## src/rtl/imu_fp_pkg.sv

```systemverilog
`default_nettype none

package imu_fp_pkg;

    localparam int unsigned BYTE_W      = 8;
    localparam int unsigned SAMPLE_W    = 16;
    localparam int unsigned AXIS_W      = 25;
    localparam int unsigned STORE_DEPTH = 7;
    localparam int unsigned STORE_AW    = 3;

    localparam logic [BYTE_W-1:0] HEADER_BYTE = 8'h55;
    localparam logic [BYTE_W-1:0] TYPE_ACCEL  = 8'h51;
    localparam logic [BYTE_W-1:0] TYPE_RATE   = 8'h52;
    localparam logic [BYTE_W-1:0] TYPE_ANGLE  = 8'h53;

    // exact q13 factors: 16/32768*8192 = 4, 2000/32768*8192 = 500, 180/32768*8192 = 45
    localparam logic signed [AXIS_W-1:0] SCALE_ACCEL = 25'sd4;
    localparam logic signed [AXIS_W-1:0] SCALE_RATE  = 25'sd500;
    localparam logic signed [AXIS_W-1:0] SCALE_ANGLE = 25'sd45;

    typedef enum logic [1:0] {
        KIND_ACCEL = 2'd0,
        KIND_RATE  = 2'd1,
        KIND_ANGLE = 2'd2
    } t_kind;

    typedef logic signed [SAMPLE_W-1:0] t_sample;
    typedef logic signed [AXIS_W-1:0]   t_axis;

endpackage

`default_nettype wire

```

## src/rtl/imu_fp_scale.sv

```systemverilog
`default_nettype none

module imu_fp_scale
    import imu_fp_pkg::*;
(
    input  wire t_kind   i_kind,
    input  wire t_sample i_raw,
    output t_axis        o_value
);

    t_axis w_ext;

    assign w_ext = AXIS_W'(i_raw);

    always_comb begin
        unique case (i_kind)
            KIND_ACCEL: o_value = w_ext * SCALE_ACCEL;
            KIND_RATE:  o_value = w_ext * SCALE_RATE;
            KIND_ANGLE: o_value = w_ext * SCALE_ANGLE;
            default:    o_value = '0;
        endcase
    end

endmodule

`default_nettype wire

```

## src/rtl/imu_frame_parser.sv

```systemverilog
// the beat carrying the last frame byte loads the sample register; the result then moves on to the output register
// throughput: one byte beat per cycle while o_stall is low, also while a result waits
// a result is held in an output register; a second finished frame waits in the
// sample register, and only then is the input stalled
// reset (synchronous, active low) clears the byte counter and both valid flags
`default_nettype none

module imu_frame_parser
    import imu_fp_pkg::*;
#(
    parameter int unsigned FRAME_BYTES = 11
) (
    input  wire                      i_clk,
    input  wire                      i_rst_n,
    input  wire                      i_valid,
    input  wire [BYTE_W-1:0]         i_rx_byte,
    output logic                     o_stall,
    output logic                     o_valid,
    input  wire                      i_stall,
    output logic [1:0]               o_kind,
    output logic signed [AXIS_W-1:0] o_axis_x,
    output logic signed [AXIS_W-1:0] o_axis_y,
    output logic signed [AXIS_W-1:0] o_axis_z
);

    localparam int unsigned CNT_W = $clog2(FRAME_BYTES);

    logic [CNT_W-1:0]  r_count;
    logic [CNT_W-1:0]  n_count;
    logic [BYTE_W-1:0] r_store [STORE_DEPTH];
    logic [BYTE_W-1:0] n_store [STORE_DEPTH];

    logic    r_p_valid;
    t_kind   r_p_kind;
    t_sample r_p_raw [3];

    logic  r_o_valid;
    t_kind r_o_kind;
    t_axis r_o_axis [3];
    t_axis w_scaled [3];

    logic  w_accept;
    logic  w_advance;
    logic  w_last;
    logic  w_known;
    logic  w_load;
    t_kind w_kind;

    assign w_advance = !r_o_valid || !i_stall;
    assign o_stall   = r_p_valid && !w_advance;
    assign w_accept  = i_valid && !o_stall;
    assign w_last    = r_count >= CNT_W'(FRAME_BYTES - 1);

    // store update with the current byte merged in, so a short frame sees its own last byte
    always_comb begin
        n_store = r_store;
        if (r_count != '0 && r_count <= CNT_W'(STORE_DEPTH)) begin
            n_store[STORE_AW'(r_count - CNT_W'(1))] = i_rx_byte;
        end
    end

    always_comb begin
        w_known = 1'b1;
        unique case (n_store[0])
            TYPE_ACCEL: w_kind = KIND_ACCEL;
            TYPE_RATE:  w_kind = KIND_RATE;
            TYPE_ANGLE: w_kind = KIND_ANGLE;
            default: begin
                w_kind  = KIND_ACCEL;
                w_known = 1'b0;
            end
        endcase
    end

    always_comb begin
        n_count = r_count;
        if (r_count == '0) begin
            if (i_rx_byte == HEADER_BYTE) begin
                n_count = CNT_W'(1);
            end
        end else if (w_last) begin
            n_count = '0;
        end else begin
            n_count = r_count + CNT_W'(1);
        end
    end

    assign w_load = w_accept && r_count != '0 && w_last && w_known;

    always_ff @(posedge i_clk) begin
        if (!i_rst_n) begin
            r_count   <= '0;
            r_p_valid <= 1'b0;
            r_o_valid <= 1'b0;
        end else begin
            if (w_accept) begin
                r_count <= n_count;
            end
            if (w_load) begin
                r_p_valid <= 1'b1;
            end else if (w_advance) begin
                r_p_valid <= 1'b0;
            end
            if (w_advance) begin
                r_o_valid <= r_p_valid;
            end
        end
    end

    always_ff @(posedge i_clk) begin
        if (w_accept) begin
            r_store <= n_store;
        end
        if (w_load) begin
            r_p_kind   <= w_kind;
            r_p_raw[0] <= {n_store[2], n_store[1]};
            r_p_raw[1] <= {n_store[4], n_store[3]};
            r_p_raw[2] <= {n_store[6], n_store[5]};
        end
        if (w_advance && r_p_valid) begin
            r_o_kind <= r_p_kind;
            r_o_axis <= w_scaled;
        end
    end

    for (genvar g = 0; g < 3; g++) begin : g_axis
        imu_fp_scale u_scale (
            .i_kind  (r_p_kind),
            .i_raw   (r_p_raw[g]),
            .o_value (w_scaled[g])
        );
    end

    assign o_valid  = r_o_valid;
    assign o_kind   = r_o_kind;
    assign o_axis_x = r_o_axis[0];
    assign o_axis_y = r_o_axis[1];
    assign o_axis_z = r_o_axis[2];

    // counter never passes the last frame position
    a_count_range: assert property (@(posedge i_clk) disable iff (!i_rst_n)
        {1'b0, r_count} < (CNT_W + 1)'(FRAME_BYTES))
        else $error("byte counter out of range");

    // a stray byte while hunting for the header leaves the counter at zero
    a_hunt: assert property (@(posedge i_clk) disable iff (!i_rst_n)
        (w_accept && r_count == '0 && i_rx_byte != HEADER_BYTE) |=> r_count == '0)
        else $error("counter left zero without a header");

    // a finished frame always returns the counter to zero
    a_frame_end: assert property (@(posedge i_clk) disable iff (!i_rst_n)
        (w_accept && r_count != '0 && w_last) |=> r_count == '0)
        else $error("counter not cleared at frame end");

    // a frame only enters the sample register when the input is not stalled
    a_load_free: assert property (@(posedge i_clk) disable iff (!i_rst_n)
        w_load |-> (!r_p_valid || w_advance))
        else $error("sample register overwritten");

endmodule

`default_nettype wire
```

## config.mk

```make
export PLATFORM = sky130hd
export DESIGN_NAME = imu_frame_parser
export DESIGN_NICKNAME = d
export VERILOG_FILES = /design/src/rtl/imu_fp_pkg.sv /design/src/rtl/imu_fp_scale.sv /design/src/rtl/imu_frame_parser.sv
export SDC_FILE = /design/constraint.sdc
export NUM_CORES = 1
export LEC_CHECK = 0
export BUFFER_PORTS_ARGS = -buffer_cell sky130_fd_sc_hd__buf_2
export CAP_MARGIN = 20
export CORE_MARGIN = 2
export CORE_UTILIZATION = 24
export DETAILED_ROUTE_END_ITERATION = 16
export GPL_TIMING_DRIVEN = 0
export PLACE_DENSITY = 0.43
export SYNTH_ARGS = -nofsm -noshare
export SYNTH_HDL_FRONTEND = slang
export SYNTH_SLANG_ARGS = --single-unit
```

## constraint.sdc

```tcl
create_clock -name i_clk -period 12.6 [get_ports i_clk]
set_input_delay 1.26 -clock i_clk [delete_from_list [all_inputs] [get_ports i_clk]]
set_output_delay 1.26 -clock i_clk [all_outputs]
set_load 0.01 [all_outputs]
```

==> impl_metrics.json, run 1 <==
{
  "rr_endpoint": "o_axis_x[24]",
  "timing.final.crit_share": 0.462,
  "syn_nets": 2751,
  "fp.dieArea_um2": 95600,
  "fmax_mhz": 172,
  "max_slew_margin": 0.258,
  "dpl_cell_area_um2": 24600,
  "synth-async-reset-ratio": 0,
  "firstDrtPassIters": 6,
  "synth_warnings": 0,
  "synth_seq_area_share": 0.251,
  "hpwl_um": 51000,
  "start_util": 0.243,
  "drc": 0,
  "synth.distinct_cells": 83,
  "io_pins": 91,
  "gr-total-overflow": 0,
  "status": "finished, final reports clean",
  "place_congestion": 0.851,
  "r2r_start": "r_p_raw[0][3]",
  "detail_route.wirelength_um": 63400,
  "maxCapViolations": 0,
  "wl_per_cell_um": 17.8,
  "setup.worst_path.end": "o_axis_x[24]",
  "antenna_found_initial": 2,
  "ant_nets": 0,
  "clk_pin_slew_ns": 0.08,
  "synth_cells": 2186,
  "synth_flop_cell": "edfxtp_1",
  "ys_top_cells_by_count": "inv_1 (539), ha_1 (315), fa_1 (238), edfxtp_1 (183), a21oi_1 (98)",
  "avgViaCountPerCell": 4.43,
  "htreeDepth": 4,
  "slew_violations": 0,
  "ys_ff_latch": 189,
  "ctsResizeCount": 0,
  "cp-startpoint": "r_p_raw[0][3]",
  "finalCriticalPeriod_ns": 5.82,
  "fin_skew_ns": 0.0208,
  "syn_avg_cell_area_um2": 10.2,
  "grtUsageTotal": 0.138,
  "yosysTopAreaCell": "edfxtp_1",
  "setup_violations": 0,
  "grt_max_degree": 61,
  "synth_top_area_share": 0.246,
  "drive_gt1_frac": 0.0897,
  "rows": 111,
  "port_buffers": 90,
  "ir_drop_mv": 0.0766,
  "crit_arrival_ns": 6.02,
  "clock_latency_ns": 0.50,
  "tightest_slew_ns": 1.11,
  "drt_iter0_drc": 870,
  "hold_path_class": "flip-flop to flip-flop",
  "crit_path_start_kind": "flip-flop",
  "cts_setup_buffers": 0,
  "rrSetupSlack_ns": 6.78,
  "cts_buffer_depth": 2,
  "worst_ep_required_time_ns": 12.80,
  "leakagePower_nw": 11.6,
  "finalHoldViolations": 0,
  "power_density_nw_per_um2": 50.9,
  "worstSetupPathType": "flip-flop to flip-flop",
  "die_y_um": 309,
  "fillers": 9802,
  "r2r_cells": 17,
  "root_buffer": "clkbuf_16",
  "syn2layout_area_growth_pct": 12.4,
  "cts_buffers": 17,
  "ctsHoldBuffers": 0,
  "crit_path_end_kind": "flip-flop",
  "die_x_um": 309,
  "clock_sinks": 189,
  "synthTopCellsByArea": "edfxtp_1 (25%), fa_1 (21%), ha_1 (18%)",
  "post-synth-top-count-cell": "inv_1",
  "grt_pass1_wl_um": 98900,
  "num_vias": 15800,
  "rsz0062_at_grt": "no",
  "design_area_um2": 25100,
  "core_area_um2": 91900,
  "grt_pass1_vias": 16600,
  "nets": 2870,
  "cts_tree": "built",
  "crit_fanout": 9,
  "tns_ns": 0,
  "syn_area_um2": 22400,
  "synth_edf_count": 183
}
-- power breakdown --
group,leakage (nW),switching (mW),internal [mW],total [mW]
clock,0.272,0.295,0.261,0.556
sequential,1.75,0.00253,0.695,0.698
combinational,9.63,0.0169,0.00889,0.0258
total,11.6,0.314,0.965,1.28
-- cell usage in the layout, fill, tap and decap left out, drive strengths merged, types with 4 or more instances in the layout --
master,Yosys,layout
buf,2,102
nor2,71,71
nor3b,4,4
inv,539,543
nor2b,20,20
mux2,53,53
xnor2,70,70
a21o,46,46
dfxtp,6,6
or3,11,11
o21ai,76,76
clkinv,1,9
and3,10,10
a21boi,6,6
nand2b,6,6
o21a,21,21
a22oi,5,5
and2,6,6
o22ai,27,27
nand3b,4,4
xor2,55,55
mux2i,28,28
a31oi,13,13
o21bai,10,10
fa,238,238
nand4,4,4
clkbuf,28,47
nor3,41,41
a311oi,6,6
nand2,77,77
a21oi,99,99
a211o,5,5
nand3,24,24
ha,315,315
edfxtp,183,183
o211ai,7,7
or2,4,4
a211oi,19,19
-- per-stage QoR --
step                worst slack, ns  hold slack (ns)  std cells   util  power [mW]
CTS                            6.77            0.535       3560  0.273        1.31
global route                   6.47            0.542       3561  0.273        1.32
finish                         6.78            0.531       3562  0.273        1.28
global placement              0.612            0.484       3519  0.265       0.737
detailed placement             6.79            0.530       3528  0.267       0.738
floorplan                      4.69            0.424       2186      -       0.725
-- layer usage --
metal / up-vias / part of all wire / global-route usage
met4: 0 / 0.020 / 0.0354
met3: 59 / 0.038 / 0.0172
met2: 321 / 0.46 / 0.226
met5: - / 0 / 0
li1: 7504 / - / -
met1: 7892 / 0.48 / 0.192
-- state kept, by name, indices dropped and copies added (netlist names) --
signal / cells
r_count: 4
r_store: 56
o_axis_z: 25
o_valid: 1
o_kind: 2
r_p_valid: 1
o_axis_y: 25
o_axis_x: 25
r_p_kind: 2
r_p_raw: 48
-- area by class of cell --
cell class	count	area (µm²)	area share
repair buffers	100	622	0.0247
plain buffers	30	113	0.00448
well taps	1243	1560	0.0619
diodes	1	2.50	0.0000996
multi-input cells	1427	14600	0.582
inverters	540	2030	0.0807
flip-flops and latches	189	5620	0.223
clock buffers	19	433	0.0172
clock inverters	13	131	0.00523
-- worst min path at each step --
stage,start,end,cells past startpoint
finish,r_p_valid,o_valid,2
detailed placement,r_p_valid,o_valid,2
floorplan,r_p_kind[0],o_kind[0],0
CTS,r_p_valid,o_valid,2
global route,r_p_valid,o_valid,2
global placement,r_p_valid,o_valid,2
-- worst max-delay path, cell delays in order, from the launching register on --
cell	delay, ns
edfxtp_1	0.64
fa_1	0.62
inv_1	0.06
fa_1	0.53
inv_1	0.05
fa_1	0.49
inv_1	0.06
fa_1	0.54
inv_1	0.04
ha_1	0.25
a2111oi_4	0.42
o21ai_2	0.13
a311oi_1	0.44
nor2_1	0.14
o41a_1	0.43
a211oi_2	0.34
mux2i_1	0.22
o211ai_1	0.13
-- cells by family (layout without fill, tap and decap cells) --
| group | Yosys count | count (layout) | synth area share |
|---|---|---|---|
| xor+xnor | 125 | 125 | 0.0490 |
| simple gates | 291 | 291 | 0.0637 |
| compound gates | 377 | 377 | 0.112 |
| buf+inv | 570 | 702 | 0.0957 |
| flops | 189 | 189 | 0.251 |
| fa+ha+maj | 553 | 553 | 0.389 |
| mux | 81 | 81 | 0.0392 |
| other cells | 0 | 1 | 0 |
No activity file was read; power rests on OpenSTA's default activity.
==> inputs of run 2 (changes only) <==
Settings changed: ABC_AREA set to 1.
Clock period 12.6 ns to 5.7 ns, I/O delays scaled along.
==> run 2 against run 1 <==
  * Power increased by 130%
  * Register-to-register slack got worse by 6.3 ns
  * First-iteration DRC count increased by 38%
  * Highest routed layer is now met5
==> impl_metrics.json, run 2 <==
{
  "status": "finished, final reports clean",
  "nets": 3485,
  "place_inst": 4176,
  "crit_fanout": 16,
  "synth_flop_cell": "edfxtp_1",
  "wl_per_cell_um": 17.3,
  "start_util": 0.242,
  "gr-total-overflow": 0,
  "synth_warnings": 0,
  "crit_arrival_ns": 5.42,
  "synthXorXnorAreaFrac": 0.0157,
  "largest_reg_flops": 56,
  "grtUsageTotal": 0.150,
  "drive_gt1_frac": 0.0586,
  "synth.distinct_cells": 40,
  "synthSimpleGateAreaFrac": 0.168,
  "mostFrequentLayoutCells": "inv_1 (702), nand2_1 (510), ha_1 (315)",
  "finalCriticalPeriod_ns": 5.18,
  "grt_pass1_vias": 18700,
  "timing.final.crit_share": 0.909,
  "p_seq_frac": 0.518,
  "cts_tree": "built",
  "syn_nets": 3366,
  "finalHoldViolations": 0,
  "synth_top_family_by_area": "adder cells",
  "rows": 114,
  "ctsHoldBuffers": 0,
  "syn_area_um2": 23400,
  "htreeDepth": 4,
  "p_comb_frac": 0.020,
  "mostFrequentLayoutCell": "inv_1",
  "maxCapViolations": 0,
  "post-route-util": 0.272,
  "post-synth-top-count-cell": "inv_1",
  "clk_pin_slew_ns": 0.09,
  "synth-async-reset-ratio": 0,
  "fmax_mhz": 193,
  "regMostFlops": "r_store",
  "ant_nets": 0,
  "root_buffer": "clkbuf_16",
  "clkPwrFrac": 0.462,
  "ys_ff_latch": 189,
  "hpwl_um": 60100,
  "num_vias": 18400,
  "tightest_slew_ns": 1.12,
  "total_power_mw": 2.97,
  "p_int_mw": 2.23,
  "ys_top_cells_by_count": "inv_1 (704), nand2_1 (510), ha_1 (315), fa_1 (238), nand3_1 (184)",
  "synth_seq_area_share": 0.240,
  "port_buffers": 90,
  "setup_ws_ns": 0.519,
  "syn_avg_cell_area_um2": 8.36,
  "instances_no_fill": 4210,
  "antenna_found_initial": 8,
  "rsz0062_at_grt": "no",
  "yosysTopAreaCell": "edfxtp_1",
  "synthMuxAreaShare": 0,
  "fin_skew_ns": 0.0285,
  "avgViaCountPerCell": 4.38,
  "worstSetupPathType": "flip-flop to flip-flop",
  "hold_path_class": "primary input to flip-flop",
  "slew_violations": 0,
  "post-place-ws_ns": 0.471,
  "clock_sinks": 189,
  "drt_iter0_drc": 1201,
  "firstDrtPassIters": 5,
  "cts_setup_buffers": 0,
  "syn2layout_area_growth_pct": 12.3,
  "leakagePower_nw": 13.2,
  "cts_buffer_depth": 2,
  "switching_share": 0.251,
  "synth_compound_area_frac": 0.0870,
  "setup_violations": 0,
  "crit_path_start_kind": "flip-flop",
  "core_area_um2": 96700,
  "largestRegisters": "r_store x56, r_p_raw x48",
  "fp.dieArea_um2": 100000,
  "synth_edf_count": 183,
  "place_congestion": 0.860,
  "power_density_nw_per_um2": 113,
  "rrSetupSlack_ns": 0.52,
  "io_pins": 91,
  "power_switching_mw": 0.746,
  "synth_fa_ha_area_frac": 0.372,
  "drc": 0,
  "grt_max_degree": 40,
  "synth_top_area_share": 0.235,
  "cts_buffers": 17,
  "crit_path_end_kind": "flip-flop",
  "detail_route.wirelength_um": 72900,
  "ir_drop_mv": 0.216,
  "synth_cells": 2801,
  "die_x_um": 316,
  "grt_pass1_wl_um": 112000,
  "ctsResizeCount": 0,
  "synthTopCellsByArea": "edfxtp_1 (23%), fa_1 (20%), ha_1 (17%)",
  "max_slew_margin": 0.256,
  "clock_latency_ns": 0.50,
  "die_y_um": 316,
  "worst_ep_required_time_ns": 5.94
}
## run 2: changes by cell type in the layout (fill, tap and decap cells not counted), sizes merged, moves of 51 or more
cell   previous run  this run
xnor2            70        17
inv             543       712
o21ai            76       127
nand3            24       184
a21oi            99       153
nor2             71       154
mux2             53         0
nand2            77       514
## run 2: area by class of cell
cell class	instances	area, µm²
diodes	1	2.50
plain buffers	24	100
clock buffers	17	425
clock inverters	15	219
fillers	10600	70400
inverters	707	2650
multi-input cells	1881	15100
flip-flops and latches	189	5620
well taps	1276	1600
repair buffers	100	626
## run 2: stage by stage
stage / cell area, µm² / setup TNS [ns] / hold slack [ns]
2_1_floorplan: 23400 / 0 / 0.445
3_3_place_gp: 25500 / -194.36 / 0.475
3_5_place_dp: 25600 / 0 / 0.500
4_1_cts: 26300 / 0 / 0.287
5_1_grt: 26300 / 0 / 0.333
6_report: 26300 / 0 / 0.323
## run 2: path summary, 6_finish.rpt
check / start / to / cells after the start
worst max-delay path: r_p_raw[0][31] / o_axis_y[24] / 18
worst max register to register: r_p_raw[0][31] / o_axis_y[24] / 18
worst min register to register: r_count[3] / r_count[3] / 2
worst min-delay path: i_rst_n / r_count[0] / 3
## run 2: worst max-delay path, cell delays in order, from the launching register on
cell      delay [ns]
edfxtp_1        0.81
inv_1           0.42
fa_1            0.59
inv_1           0.06
fa_1            0.50
fa_1            0.50
inv_1           0.06
fa_1            0.56
inv_1           0.06
ha_1            0.36
nand2_1         0.11
nor2_1          0.19
inv_1           0.06
nor2_1          0.12
o21ai_0         0.18
nand3_1         0.13
nand2_1         0.05
nand3_1         0.07
nand3_1         0.09
## run 2: logic make-up (layout without fill, tap and decap cells)
group	Yosys count	in the layout
AOI/OAI and AO/OA	363	363
buffers and inverters	731	863
adders and majority gates	553	553
xor gates and xnor gates	42	42
and+or+nand+nor	923	923
other	0	1
DFF	189	189
## run 2: power by group through the flow
stage / registers [mW] / clock network [mW] / logic [mW]
floorplan: 1.57 / 0 / 0.0314
global placement: 1.57 / 0 / 0.0561
detailed placement: 1.57 / 0 / 0.0587
CTS: 1.54 / 1.43 / 0.0589
global route: 1.54 / 1.46 / 0.0658
finish: 1.54 / 1.37 / 0.0582
## run 2: routing by layer
| layer | wire length [µm] | part of all wire | vias up | global-route usage |
|---|---|---|---|---|
| li1 | - | - | 9139 | - |
| met1 | 34500 | 0.47 | 8905 | 0.205 |
| met2 | 34200 | 0.47 | 318 | 0.249 |
| met3 | 2770 | 0.038 | 56 | 0.0212 |
| met4 | 1340 | 0.018 | 4 | 0.0341 |
| met5 | 22 | 0.00030 | - | 0 |
==> inputs of run 3 (changes only) <==
Settings changed: ABC_AREA 1 to unset.
==> run 3 against run 2 <==
  * Combinational power decreased by 4.0%
  * Setup slack got worse by 0.37 ns
  * Power decreased by 4.1%
  * First-iteration DRC count decreased by 28%
  * Design area decreased by 3.2%
  * Sequential share of layout area increased by 0.71 points
  * Via count decreased by 14%
  * Largest cell class unchanged
  * Largest power group unchanged
==> impl_metrics.json, run 3 (synthesis results as in run 1) <==
{
  "post-place-ws_ns": -0.115,
  "largest_reg_flops": 56,
  "r2r_cells": 18,
  "dpl_cell_area_um2": 24600,
  "crit_path_end_kind": "flip-flop",
  "setup_violations": 0,
  "grt_pass1_wl_um": 98300,
  "setup_ws_ns": 0.145,
  "fillers": 9777,
  "hp-start": "i_rst_n",
  "cts_buffers": 17,
  "multi_input_area_um2": 14700,
  "largestRegisters": "r_store x56, r_p_raw x48",
  "grt_pass1_vias": 16600,
  "seqCellArea_um2": 5620,
  "post-route-util": 0.277,
  "leakagePower_nw": 12.0,
  "io_pins": 91,
  "total_power_mw": 2.85,
  "die_x_um": 309,
  "min_path_cells": 2,
  "core_area_um2": 91900,
  "clk_pin_slew_ns": 0.08,
  "finalCriticalPeriod_ns": 5.56,
  "crit_arrival_ns": 5.74,
  "tightest_slew_ns": 1.14,
  "detail_route.wirelength_um": 63300,
  "die_y_um": 309,
  "firstDrtPassIters": 5,
  "nets": 2907,
  "rows": 111,
  "r2r_start": "r_p_raw[0][8]",
  "grt_max_degree": 61,
  "maxCapViolations": 0,
  "hold_path_class": "primary input to flip-flop",
  "start_util": 0.243,
  "cts_buffer_depth": 2,
  "port_buffers": 90,
  "max_slew_margin": 0.237,
  "ctsHoldBuffers": 0,
  "root_buffer": "clkbuf_16",
  "drive_gt1_frac": 0.107,
  "avgViaCountPerCell": 4.38,
  "drt_iter0_drc": 866,
  "finalHoldViolations": 0,
  "slew_violations": 0,
  "clock_sinks": 189,
  "rsz0062_at_grt": "no",
  "mostFrequentLayoutCells": "inv_1 (538), ha_1 (315), fa_1 (238)",
  "wl_per_cell_um": 17.6,
  "hpwl_um": 51000,
  "tns_ns": 0,
  "syn2layout_area_growth_pct": 13.8,
  "clock_latency_ns": 0.49,
  "drc": 0,
  "num_vias": 15800,
  "instances_no_fill": 3599,
  "gr-total-overflow": 0,
  "fmax_mhz": 180,
  "ir_drop_mv": 0.129,
  "holdWs_ns": 0.383,
  "cts_tree": "built",
  "grtUsageTotal": 0.137,
  "fp.dieArea_um2": 95600,
  "mostFrequentLayoutCell": "inv_1",
  "worstSetupPathType": "flip-flop to flip-flop",
  "fin_skew_ns": 0.0163,
  "ant_nets": 0,
  "antenna_found_initial": 2,
  "crit_fanout": 6,
  "place_congestion": 0.847,
  "rrSetupSlack_ns": 0.14,
  "status": "finished, final reports clean",
  "min_to": "r_p_valid",
  "timing.final.crit_share": 0.975,
  "place_inst": 3528,
  "crit_path_start_kind": "flip-flop",
  "worst_ep_required_time_ns": 5.89,
  "design_area_um2": 25500,
  "regMostFlops": "r_store",
  "power_density_nw_per_um2": 112,
  "htreeDepth": 4,
  "rr_endpoint": "o_axis_x[24]"
}
[run 3: final cells by class]
type | instances | share of cell area
Antenna cell | 1 | 0.0000983
Sequential cell | 189 | 0.221
Timing Repair Buffer | 137 | 0.0353
Buffer | 30 | 0.00442
Clock buffer | 17 | 0.0167
Tap cell | 1243 | 0.0611
Inverter | 540 | 0.0796
Clock inverter | 15 | 0.00649
Multi-Input combinational cell | 1427 | 0.576
[run 3: worst max-delay path by stage]
stage | startpoint | slack (ns) | endpoint
after global routing | r_p_raw[0][8] | 0.0006 | o_axis_x[24]
final | r_p_raw[0][8] | 0.14 | o_axis_x[24]
after detailed placement | r_p_raw[0][5] | -0.11 | o_axis_x[24]
after floorplan | i_stall | 0.19 | r_p_kind[0]
after global placement | i_stall | -2.74 | r_p_raw[0][32]
after CTS | r_p_raw[0][11] | 0.01 | o_axis_x[24]
[run 3: what timing repair did]
item                       CTS  global route
pin swaps                    0             2
gates resized for setup      2             2
buffers inserted            11            26
setup endpoints to repair    5             8
[run 3: worst max-delay path: stages, from the launching register on]
cell and delay (ns):
edfxtp_1 0.63, inv_1 0.27, fa_1 0.58, inv_1 0.04
ha_1 0.16, a21o_1 0.17, fa_1 0.51, inv_1 0.05
fa_1 0.48, inv_1 0.05, ha_1 0.32, a21o_1 0.19
a21o_1 0.22, a311oi_2 0.30, nor2_1 0.12, o41a_1 0.42
a211oi_2 0.39, mux2i_1 0.22, o211ai_1 0.13
[run 3: metal layers]
layer / up-vias / part of all wire / routed length, µm / track usage
met5: - / 0 / 0 / 0
met4: 0 / 0.024 / 1530 / 0.0408
met3: 59 / 0.041 / 2590 / 0.0198
met2: 303 / 0.46 / 29100 / 0.224
met1: 7828 / 0.48 / 30100 / 0.188
li1: 7590 / - / - / -
[run 3: power breakdown]
| group | switching [mW] | total, mW | internal [mW] |
|---|---|---|---|
| logic | 0.0363 | 0.0559 | 0.0196 |
| clock network | 0.664 | 1.25 | 0.590 |
| registers | 0.00549 | 1.54 | 1.54 |
| total | 0.705 | 2.85 | 2.15 |
